### src/rtl/bale_pkg.sv
// Package for the bounded array list engine: sizes, field widths, types and codes.
// Used by bounded_array_list_engine and its checker; depends on nothing else.
package bale_pkg;

    localparam int unsigned CAPACITY = 64;
    localparam int unsigned IDX_W = (CAPACITY > 1) ? $clog2(CAPACITY) : 1;
    localparam int unsigned CNT_W = $clog2(CAPACITY + 1);

    localparam int unsigned POS_W = 7;
    localparam int unsigned WORD_W = 32;
    localparam int unsigned FPOS_W = 6;
    localparam int unsigned ECNT_W = 7;

    localparam int unsigned IN_TDATA_W = 40;
    localparam int unsigned IN_TUSER_W = 3;
    localparam int unsigned OUT_TDATA_W = 48;
    localparam int unsigned OUT_TUSER_W = 2;

    typedef logic [IDX_W-1:0] addr_t;
    typedef logic [CNT_W-1:0] cnt_t;
    typedef logic [POS_W-1:0] pos_t;
    typedef logic signed [WORD_W-1:0] word_t;
    typedef logic [FPOS_W-1:0] fpos_t;
    typedef logic [ECNT_W-1:0] ecnt_t;

    typedef enum logic [2:0] {
        OP_APPEND = 3'd0,
        OP_INSERT = 3'd1,
        OP_SET    = 3'd2,
        OP_REMOVE = 3'd3,
        OP_CLEAR  = 3'd4,
        OP_GET    = 3'd5,
        OP_FIND   = 3'd6
    } op_t;

    typedef enum logic [1:0] {
        ST_OK       = 2'd0,
        ST_RANGE    = 2'd1,
        ST_FULL     = 2'd2,
        ST_NOTFOUND = 2'd3
    } status_t;

endpackage

### src/rtl/bale_ram.sv
// Simple dual-port RAM with one write port and one registered read port.
// Generic storage block; depends on no package.
module bale_ram #(
    parameter int DEPTH = 64,
    parameter int WIDTH = 32,
    localparam int AW = (DEPTH > 1) ? $clog2(DEPTH) : 1
) (
    input  logic             clk,
    input  logic             we,
    input  logic [AW-1:0]    waddr,
    input  logic [WIDTH-1:0] wdata,
    input  logic             re,
    input  logic [AW-1:0]    raddr,
    output logic [WIDTH-1:0] rdata
);

    logic [WIDTH-1:0] mem [DEPTH];

    always_ff @(posedge clk)
    begin
        if (we)
        begin
            mem[waddr] <= wdata;
        end
        if (re)
        begin
            rdata <= mem[raddr];
        end
    end

endmodule

### src/rtl/bounded_array_list_engine.sv
// Top level of the bounded array list engine: request decode, sequencer and result register.
// Depends on bale_pkg and bale_ram.
//
//  Channel   Dir  Signals                        Contents
//  s_axis    in   tvalid tready tdata tuser      one request: opcode, position, data_in
//  m_axis    out  tvalid tready tdata tuser      one result per request
//
// Append, set, clear, an insert at the end, the unused code and rejected requests go
// straight from idle to the result; get first reads the RAM. An insert below the count,
// remove and find (until a hit) walk the stored words, one stored word a cycle through
// the single RAM read port.
// Reset clears the count and the control state; the RAM is not cleared and needs no pass.
// A finished result waits in the output register while the next request is accepted.
module bounded_array_list_engine (
    input  logic                                clk,
    input  logic                                rst_n,
    input  logic                                s_axis_tvalid,
    output logic                                s_axis_tready,
    // Fields from bit 0: position[6:0], data_in[38:7], zero pad.
    input  logic [bale_pkg::IN_TDATA_W-1:0]     s_axis_tdata,
    // Fields from bit 0: opcode[2:0].
    input  logic [bale_pkg::IN_TUSER_W-1:0]     s_axis_tuser,
    output logic                                m_axis_tvalid,
    input  logic                                m_axis_tready,
    // Fields from bit 0: data_out[31:0], found_position[37:32],
    // element_count[44:38], is_empty[45], zero pad.
    output logic [bale_pkg::OUT_TDATA_W-1:0]    m_axis_tdata,
    // Fields from bit 0: status[1:0].
    output logic [bale_pkg::OUT_TUSER_W-1:0]    m_axis_tuser
);

    typedef enum logic [3:0] {
        S_IDLE,
        S_INS,
        S_INS_DRAIN,
        S_INS_FIN,
        S_REM,
        S_REM_DRAIN,
        S_GET,
        S_FIND,
        S_FIND_LAST,
        S_DONE
    } state_t;

    state_t state_reg, state_next;
    bale_pkg::cnt_t count_reg, count_next;
    bale_pkg::addr_t pos_reg, pos_next;
    bale_pkg::addr_t ptr_reg, ptr_next;
    bale_pkg::addr_t ra_reg, ra_next;
    logic rv_reg, rv_next;
    bale_pkg::word_t val_reg, val_next;
    bale_pkg::status_t res_status_reg, res_status_next;
    bale_pkg::word_t res_data_reg, res_data_next;
    bale_pkg::fpos_t res_fpos_reg, res_fpos_next;
    logic out_valid_reg, out_valid_next;
    logic [bale_pkg::OUT_TDATA_W-1:0] out_tdata_reg, out_tdata_next;
    logic [bale_pkg::OUT_TUSER_W-1:0] out_tuser_reg, out_tuser_next;

    logic mem_we;
    bale_pkg::addr_t mem_waddr;
    bale_pkg::word_t mem_wdata;
    logic mem_re;
    bale_pkg::addr_t mem_raddr;
    bale_pkg::word_t mem_rdata;

    bale_pkg::op_t in_op;
    bale_pkg::pos_t in_pos;
    bale_pkg::word_t in_data;
    logic [31:0] pos_w;
    logic [31:0] cnt_w;
    logic full;
    bale_pkg::cnt_t count_m1;
    logic ptr_at_end;

    assign in_op = bale_pkg::op_t'(s_axis_tuser[2:0]);
    assign in_pos = s_axis_tdata[6:0];
    assign in_data = s_axis_tdata[38:7];
    assign pos_w = 32'(in_pos);
    assign cnt_w = 32'(count_reg);
    assign full = (cnt_w >= bale_pkg::CAPACITY);
    assign count_m1 = count_reg - bale_pkg::cnt_t'(1);
    assign ptr_at_end = (bale_pkg::cnt_t'(ptr_reg) == count_m1);

    assign s_axis_tready = (state_reg == S_IDLE);
    assign m_axis_tvalid = out_valid_reg;
    assign m_axis_tdata = out_tdata_reg;
    assign m_axis_tuser = out_tuser_reg;

    bale_ram #(
        .DEPTH(bale_pkg::CAPACITY),
        .WIDTH(bale_pkg::WORD_W)
    ) u_ram (
        .clk   (clk),
        .we    (mem_we),
        .waddr (mem_waddr),
        .wdata (mem_wdata),
        .re    (mem_re),
        .raddr (mem_raddr),
        .rdata (mem_rdata)
    );

    always_comb
    begin
        state_next = state_reg;
        count_next = count_reg;
        pos_next = pos_reg;
        ptr_next = ptr_reg;
        ra_next = ra_reg;
        rv_next = 1'b0;
        val_next = val_reg;
        res_status_next = res_status_reg;
        res_data_next = res_data_reg;
        res_fpos_next = res_fpos_reg;
        out_valid_next = out_valid_reg;
        out_tdata_next = out_tdata_reg;
        out_tuser_next = out_tuser_reg;
        mem_we = 1'b0;
        mem_waddr = ptr_reg;
        mem_wdata = mem_rdata;
        mem_re = 1'b0;
        mem_raddr = ptr_reg;

        if (out_valid_reg && m_axis_tready)
        begin
            out_valid_next = 1'b0;
        end

        case (state_reg)
            S_IDLE:
            begin
                if (s_axis_tvalid)
                begin
                    val_next = in_data;
                    pos_next = bale_pkg::addr_t'(in_pos);
                    res_status_next = bale_pkg::ST_OK;
                    res_data_next = '0;
                    res_fpos_next = '0;
                    state_next = S_DONE;
                    case (in_op)
                        bale_pkg::OP_APPEND:
                        begin
                            if (full)
                            begin
                                res_status_next = bale_pkg::ST_FULL;
                            end
                            else
                            begin
                                mem_we = 1'b1;
                                mem_waddr = bale_pkg::addr_t'(count_reg);
                                mem_wdata = in_data;
                                count_next = count_reg + bale_pkg::cnt_t'(1);
                            end
                        end
                        bale_pkg::OP_INSERT:
                        begin
                            if (pos_w > cnt_w)
                            begin
                                res_status_next = bale_pkg::ST_RANGE;
                            end
                            else if (full)
                            begin
                                res_status_next = bale_pkg::ST_FULL;
                            end
                            else if (pos_w == cnt_w)
                            begin
                                mem_we = 1'b1;
                                mem_waddr = bale_pkg::addr_t'(count_reg);
                                mem_wdata = in_data;
                                count_next = count_reg + bale_pkg::cnt_t'(1);
                            end
                            else
                            begin
                                ptr_next = bale_pkg::addr_t'(count_m1);
                                state_next = S_INS;
                            end
                        end
                        bale_pkg::OP_SET:
                        begin
                            if (pos_w >= cnt_w)
                            begin
                                res_status_next = bale_pkg::ST_RANGE;
                            end
                            else
                            begin
                                mem_we = 1'b1;
                                mem_waddr = bale_pkg::addr_t'(in_pos);
                                mem_wdata = in_data;
                            end
                        end
                        bale_pkg::OP_REMOVE:
                        begin
                            if (pos_w >= cnt_w)
                            begin
                                res_status_next = bale_pkg::ST_RANGE;
                            end
                            else
                            begin
                                ptr_next = bale_pkg::addr_t'(in_pos);
                                state_next = S_REM;
                            end
                        end
                        bale_pkg::OP_CLEAR:
                        begin
                            count_next = '0;
                        end
                        bale_pkg::OP_GET:
                        begin
                            if (pos_w >= cnt_w)
                            begin
                                res_status_next = bale_pkg::ST_RANGE;
                            end
                            else
                            begin
                                mem_re = 1'b1;
                                mem_raddr = bale_pkg::addr_t'(in_pos);
                                state_next = S_GET;
                            end
                        end
                        bale_pkg::OP_FIND:
                        begin
                            res_status_next = bale_pkg::ST_NOTFOUND;
                            if (count_reg != '0)
                            begin
                                ptr_next = '0;
                                state_next = S_FIND;
                            end
                        end
                        default:
                        begin
                            res_status_next = bale_pkg::ST_OK;
                        end
                    endcase
                end
            end
            S_INS, S_INS_DRAIN:
            begin
                if (rv_reg)
                begin
                    mem_we = 1'b1;
                    mem_waddr = ra_reg + bale_pkg::addr_t'(1);
                    mem_wdata = mem_rdata;
                end
                if (state_reg == S_INS)
                begin
                    mem_re = 1'b1;
                    mem_raddr = ptr_reg;
                    rv_next = 1'b1;
                    ra_next = ptr_reg;
                    if (ptr_reg == pos_reg)
                    begin
                        state_next = S_INS_DRAIN;
                    end
                    else
                    begin
                        ptr_next = ptr_reg - bale_pkg::addr_t'(1);
                    end
                end
                else
                begin
                    state_next = S_INS_FIN;
                end
            end
            S_INS_FIN:
            begin
                mem_we = 1'b1;
                mem_waddr = pos_reg;
                mem_wdata = val_reg;
                count_next = count_reg + bale_pkg::cnt_t'(1);
                state_next = S_DONE;
            end
            S_REM, S_REM_DRAIN:
            begin
                if (rv_reg)
                begin
                    if (ra_reg == pos_reg)
                    begin
                        res_data_next = mem_rdata;
                    end
                    else
                    begin
                        mem_we = 1'b1;
                        mem_waddr = ra_reg - bale_pkg::addr_t'(1);
                        mem_wdata = mem_rdata;
                    end
                end
                if (state_reg == S_REM)
                begin
                    mem_re = 1'b1;
                    mem_raddr = ptr_reg;
                    rv_next = 1'b1;
                    ra_next = ptr_reg;
                    if (ptr_at_end)
                    begin
                        state_next = S_REM_DRAIN;
                    end
                    else
                    begin
                        ptr_next = ptr_reg + bale_pkg::addr_t'(1);
                    end
                end
                else
                begin
                    count_next = count_m1;
                    state_next = S_DONE;
                end
            end
            S_GET:
            begin
                res_data_next = mem_rdata;
                state_next = S_DONE;
            end
            S_FIND:
            begin
                if (rv_reg && (mem_rdata == val_reg))
                begin
                    res_status_next = bale_pkg::ST_OK;
                    res_fpos_next = bale_pkg::fpos_t'(ra_reg);
                    state_next = S_DONE;
                end
                else
                begin
                    mem_re = 1'b1;
                    mem_raddr = ptr_reg;
                    rv_next = 1'b1;
                    ra_next = ptr_reg;
                    if (ptr_at_end)
                    begin
                        state_next = S_FIND_LAST;
                    end
                    else
                    begin
                        ptr_next = ptr_reg + bale_pkg::addr_t'(1);
                    end
                end
            end
            S_FIND_LAST:
            begin
                if (mem_rdata == val_reg)
                begin
                    res_status_next = bale_pkg::ST_OK;
                    res_fpos_next = bale_pkg::fpos_t'(ra_reg);
                end
                state_next = S_DONE;
            end
            S_DONE:
            begin
                if (!out_valid_reg || m_axis_tready)
                begin
                    out_valid_next = 1'b1;
                    out_tuser_next = res_status_reg;
                    out_tdata_next = {2'b00,
                                      (count_reg == '0),
                                      bale_pkg::ecnt_t'(count_reg),
                                      res_fpos_reg,
                                      res_data_reg};
                    state_next = S_IDLE;
                end
            end
            default:
            begin
                state_next = S_IDLE;
            end
        endcase
    end

    always_ff @(posedge clk or negedge rst_n)
    begin
        if (!rst_n)
        begin
            state_reg <= S_IDLE;
            count_reg <= '0;
            rv_reg <= 1'b0;
            out_valid_reg <= 1'b0;
        end
        else
        begin
            state_reg <= state_next;
            count_reg <= count_next;
            rv_reg <= rv_next;
            out_valid_reg <= out_valid_next;
        end
    end

    always_ff @(posedge clk)
    begin
        pos_reg <= pos_next;
        ptr_reg <= ptr_next;
        ra_reg <= ra_next;
        val_reg <= val_next;
        res_status_reg <= res_status_next;
        res_data_reg <= res_data_next;
        res_fpos_reg <= res_fpos_next;
        out_tdata_reg <= out_tdata_next;
        out_tuser_reg <= out_tuser_next;
    end

endmodule

### config.mk
export PLATFORM = sky130hd
export DESIGN_NAME = bounded_array_list_engine
export DESIGN_NICKNAME = d
export VERILOG_FILES = /design/src/rtl/bale_pkg.sv /design/src/rtl/bale_ram.sv /design/src/rtl/bounded_array_list_engine.sv
export SDC_FILE = /design/constraint.sdc
export NUM_CORES = 2
export LEC_CHECK = 0
export BUFFER_PORTS_ARGS = -buffer_cell sky130_fd_sc_hd__buf_2
export CAP_MARGIN = 30
export CORE_AREA = 2 2 550 552
export DETAILED_ROUTE_END_ITERATION = 10
export DIE_AREA = 0 0 552 554
export HOLD_SLACK_MARGIN = 0.08
export MAX_ROUTING_LAYER = met4
export PLACE_DENSITY = 0.43
export SYNTH_ARGS = -nofsm -noshare
export SYNTH_HDL_FRONTEND = slang
export SYNTH_SLANG_ARGS = --single-unit
### constraint.sdc
create_clock -name clk -period 7.99 [get_ports clk]
set_input_delay 0.3995 -clock clk [delete_from_list [all_inputs] [get_ports clk]]
set_output_delay 0.3995 -clock clk [all_outputs]
set_load 0.005 [all_outputs]
==> results.ini <==
[outcome]
status = finished, final reports clean

[detailed_routing]
route.antenna.remaining_nets = 0
vias_per_cell = 5.197
wl_per_cell_um = 27.93
dr.pass1.iters = 7
first_iter_violations = 6577
wl_mm = 306.4
drc = 0
vias = 57010

[final_layout]
largest_reg_flops = 2048
multi_input_area_sq_um = 21230
largest_register = u_ram.mem
seqCellArea_sq_um = 66930
nFillCells = 29020
syn_to_final_growth_pct = 16.07
fin_nets = 6870
drive_gt1_share_pct = 11.42

[synthesis]
synth_edf_count = 2218
synth_ff_type = edfxtp_1
syn_avg_cell_area_sq_um = 13.56
ys_seq_area_share_pct = 74.62
synth_seq_cells = 2231
synthArstFlopShare_pct = 0.5827
syn_area_sq_um = 89690
synth_cell_types = 79
syn_inst = 6615
yosysWarningCount = 0

[clock_network]
root_buffer = clkbuf_16
cts.path.max_buffers = 3
insertion_delay_ns = 0.90
clock_sinks = 2231
htreeDepth = 4
numCtsBuffers = 237
post-cts-setup-buffer-count = 0
cts_hold_buf = 43
cts_tree = done
cts.clk_slew.worst_paths_ns = 0.06
cts_resized = 0

[setup_path]
crit_family = compound AO/OA/AOI/OAI gates
r2r_start = count_reg[2]
crit_start = count_reg[2]
critPathLaunchType = flop
cp_max_fo = 20
r2r_slack_ns = 1.68
path_buf_inv = 3
crit_required_ns = 8.56
crit_type = flop to flop
crit_chain = inv_1 -> ha_1 -> a21oi_1 -> o21ai_1 -> a21oi_1 -> buf_4 -> mux2i_1 -> o22ai_1 -> a221oi_1 -> o21a_1 -> nand3_1 -> nor2_4 -> buf_4
slowest_delay_ns = 0.95
endpoint_kind = flop
arrival_ns = 6.87
critPathSlowestCell = nor2_4

[grt]
grt_pass1_vias = 54110
grt.overflow.total = 0
grt_antenna_before_repair = 7
grt_max_degree = 127
grt_pass1_wl_mm = 426.6
grt_usage_pct = 20.08

[die]
start_util_pct = 29.97
die_x_um = 552
die_h_um = 554
ios = 99
dieArea_sq_um = 305800
core_sq_um = 299300
rows = 201

[timing]
timing.fmax_mhz = 158.6
slew_violations = 0
grt_setup_unrepaired = no
setup_viol = 0
worstMarginPinSlew_ns = 1.496
setup_tns_ns = 0
min_period_ns = 6.306
finClkSkew_ns = 0.02997
slew_headroom_pct = 0.2579
fin_crit_sh_pct = 78.92
hold_viol = 0

[placed_design]
place.gp.congestion = 0.8477
port_buffers = 95
dp_hpwl_mm = 181.9

[worst_hold_path]
worstHoldPathType = input pin to flop
hold_path.startpoint = s_axis_tuser[0]

[pwr]
ir_drop_mv = 0.3699
totalPowerFinal_uw = 43070
powerDensity_nw_per_um2 = 413.8
leakage_uw = 0.03465

[run]
maxCapViolCount = 0

[path summary, 6_finish.rpt]
kind	end	cells past startpoint
worst min register to register	m_axis_tdata[10]	0
min in group asynchronous	rv_reg	3
worst min-delay path	res_status_reg[1]	3
worst max register to register	u_ram.mem[17][17]	13
worst max-delay path	u_ram.mem[17][17]	13
max in group asynchronous	count_reg[0]	3
[logic make-up (layout without fill, tap and decap cells)]
logic type | count (synthesis) | count (layout) | synth area share, %
other | 1 | 4 | 0.004181
buffers and inverters | 485 | 880 | 2.454
DFF | 2231 | 2231 | 74.62
adders and majority gates | 16 | 16 | 0.2316
AOI/OAI and AO/OA | 1123 | 1123 | 8.277
muxes | 127 | 127 | 1.431
and+or+nand+nor | 2560 | 2560 | 12.28
xor gates and xnor gates | 72 | 72 | 0.7031
[synth_stat cells (all sizes together) (46+ instances only)]
master / instances / area [sq um]
edfxtp: 2218 / 66600
nand2: 1644 / 6173
a21oi: 506 / 2536
nand3: 404 / 2022
buf: 257 / 1339
clkbuf: 172 / 646.9
nor2: 164 / 618.1
mux2i: 123 / 1235
a31oi: 102 / 638.1
a211oi: 101 / 763.2
a32oi: 101 / 884.6
and3: 98 / 613.1
nand4: 81 / 506.7
inv: 55 / 206.5
xor2: 46 / 402.9
[tightest hold or removal path: cells and delay by family]
kind | cells | cell delay [ns]
AOI/OAI and AO/OA | 2 | 0.39
buffers and inverters | 1 | 0.20
[cells in the final DEF, fill, tap and decap left out, drive strengths merged, types with 102 or more instances in the layout]
cell and n:
a21oi 506, a31oi 102, nand2 1644, edfxtp 2218, clkbuf 305, nor2 164
clkinv 118, nand3 404, buf 338, mux2i 123
[per-layer routing]
layer  global-route usage (%)  vias to the layer above  share of wire, %
li1                         -                    25230                 -
met1                    27.72                    29420                45
met2                    30.45                     1962                46
met3                    2.540                      401               5.6
met4                    6.937                        0               3.5
met5                        -                        -                 0
[metrics by stage]
step           hold WS (ns)  instance area (sq um)  util (%)  worst slack [ns]  cells
2_1_floorplan        0.1039                  89690         -             1.855   6616
3_3_place_gp         0.3382                  95780     32.00             1.559  10460
3_5_place_dp         0.3409                  96180     32.14             1.722  10480
4_1_cts              0.1168                 104000     34.76             1.697  10970
5_1_grt              0.1977                 104100     34.78             1.394  10970
6_report             0.2042                 104100     34.78             1.684  10970
[final cells by class]
class,instances,share of cell area (%)
multi-input cells,3900,20.39
repair buffers,381,3.213
clock inverters,138,1.144
inverters,56,0.2067
flip-flops and latches,2231,64.29
diodes,2,0.004808
well taps,3958,4.757
clock buffers,305,5.993
[power breakdown]
part	switching [uW]	internal [uW]	leakage, uW	total (uW)
combinational	12000	3750	0.0108	15700
sequential	664	16100	0.0202	16700
clock	4680	5950	0.00363	10600
total	17300	25800	0.0347	43100
(Power assumes the default switching activity.)
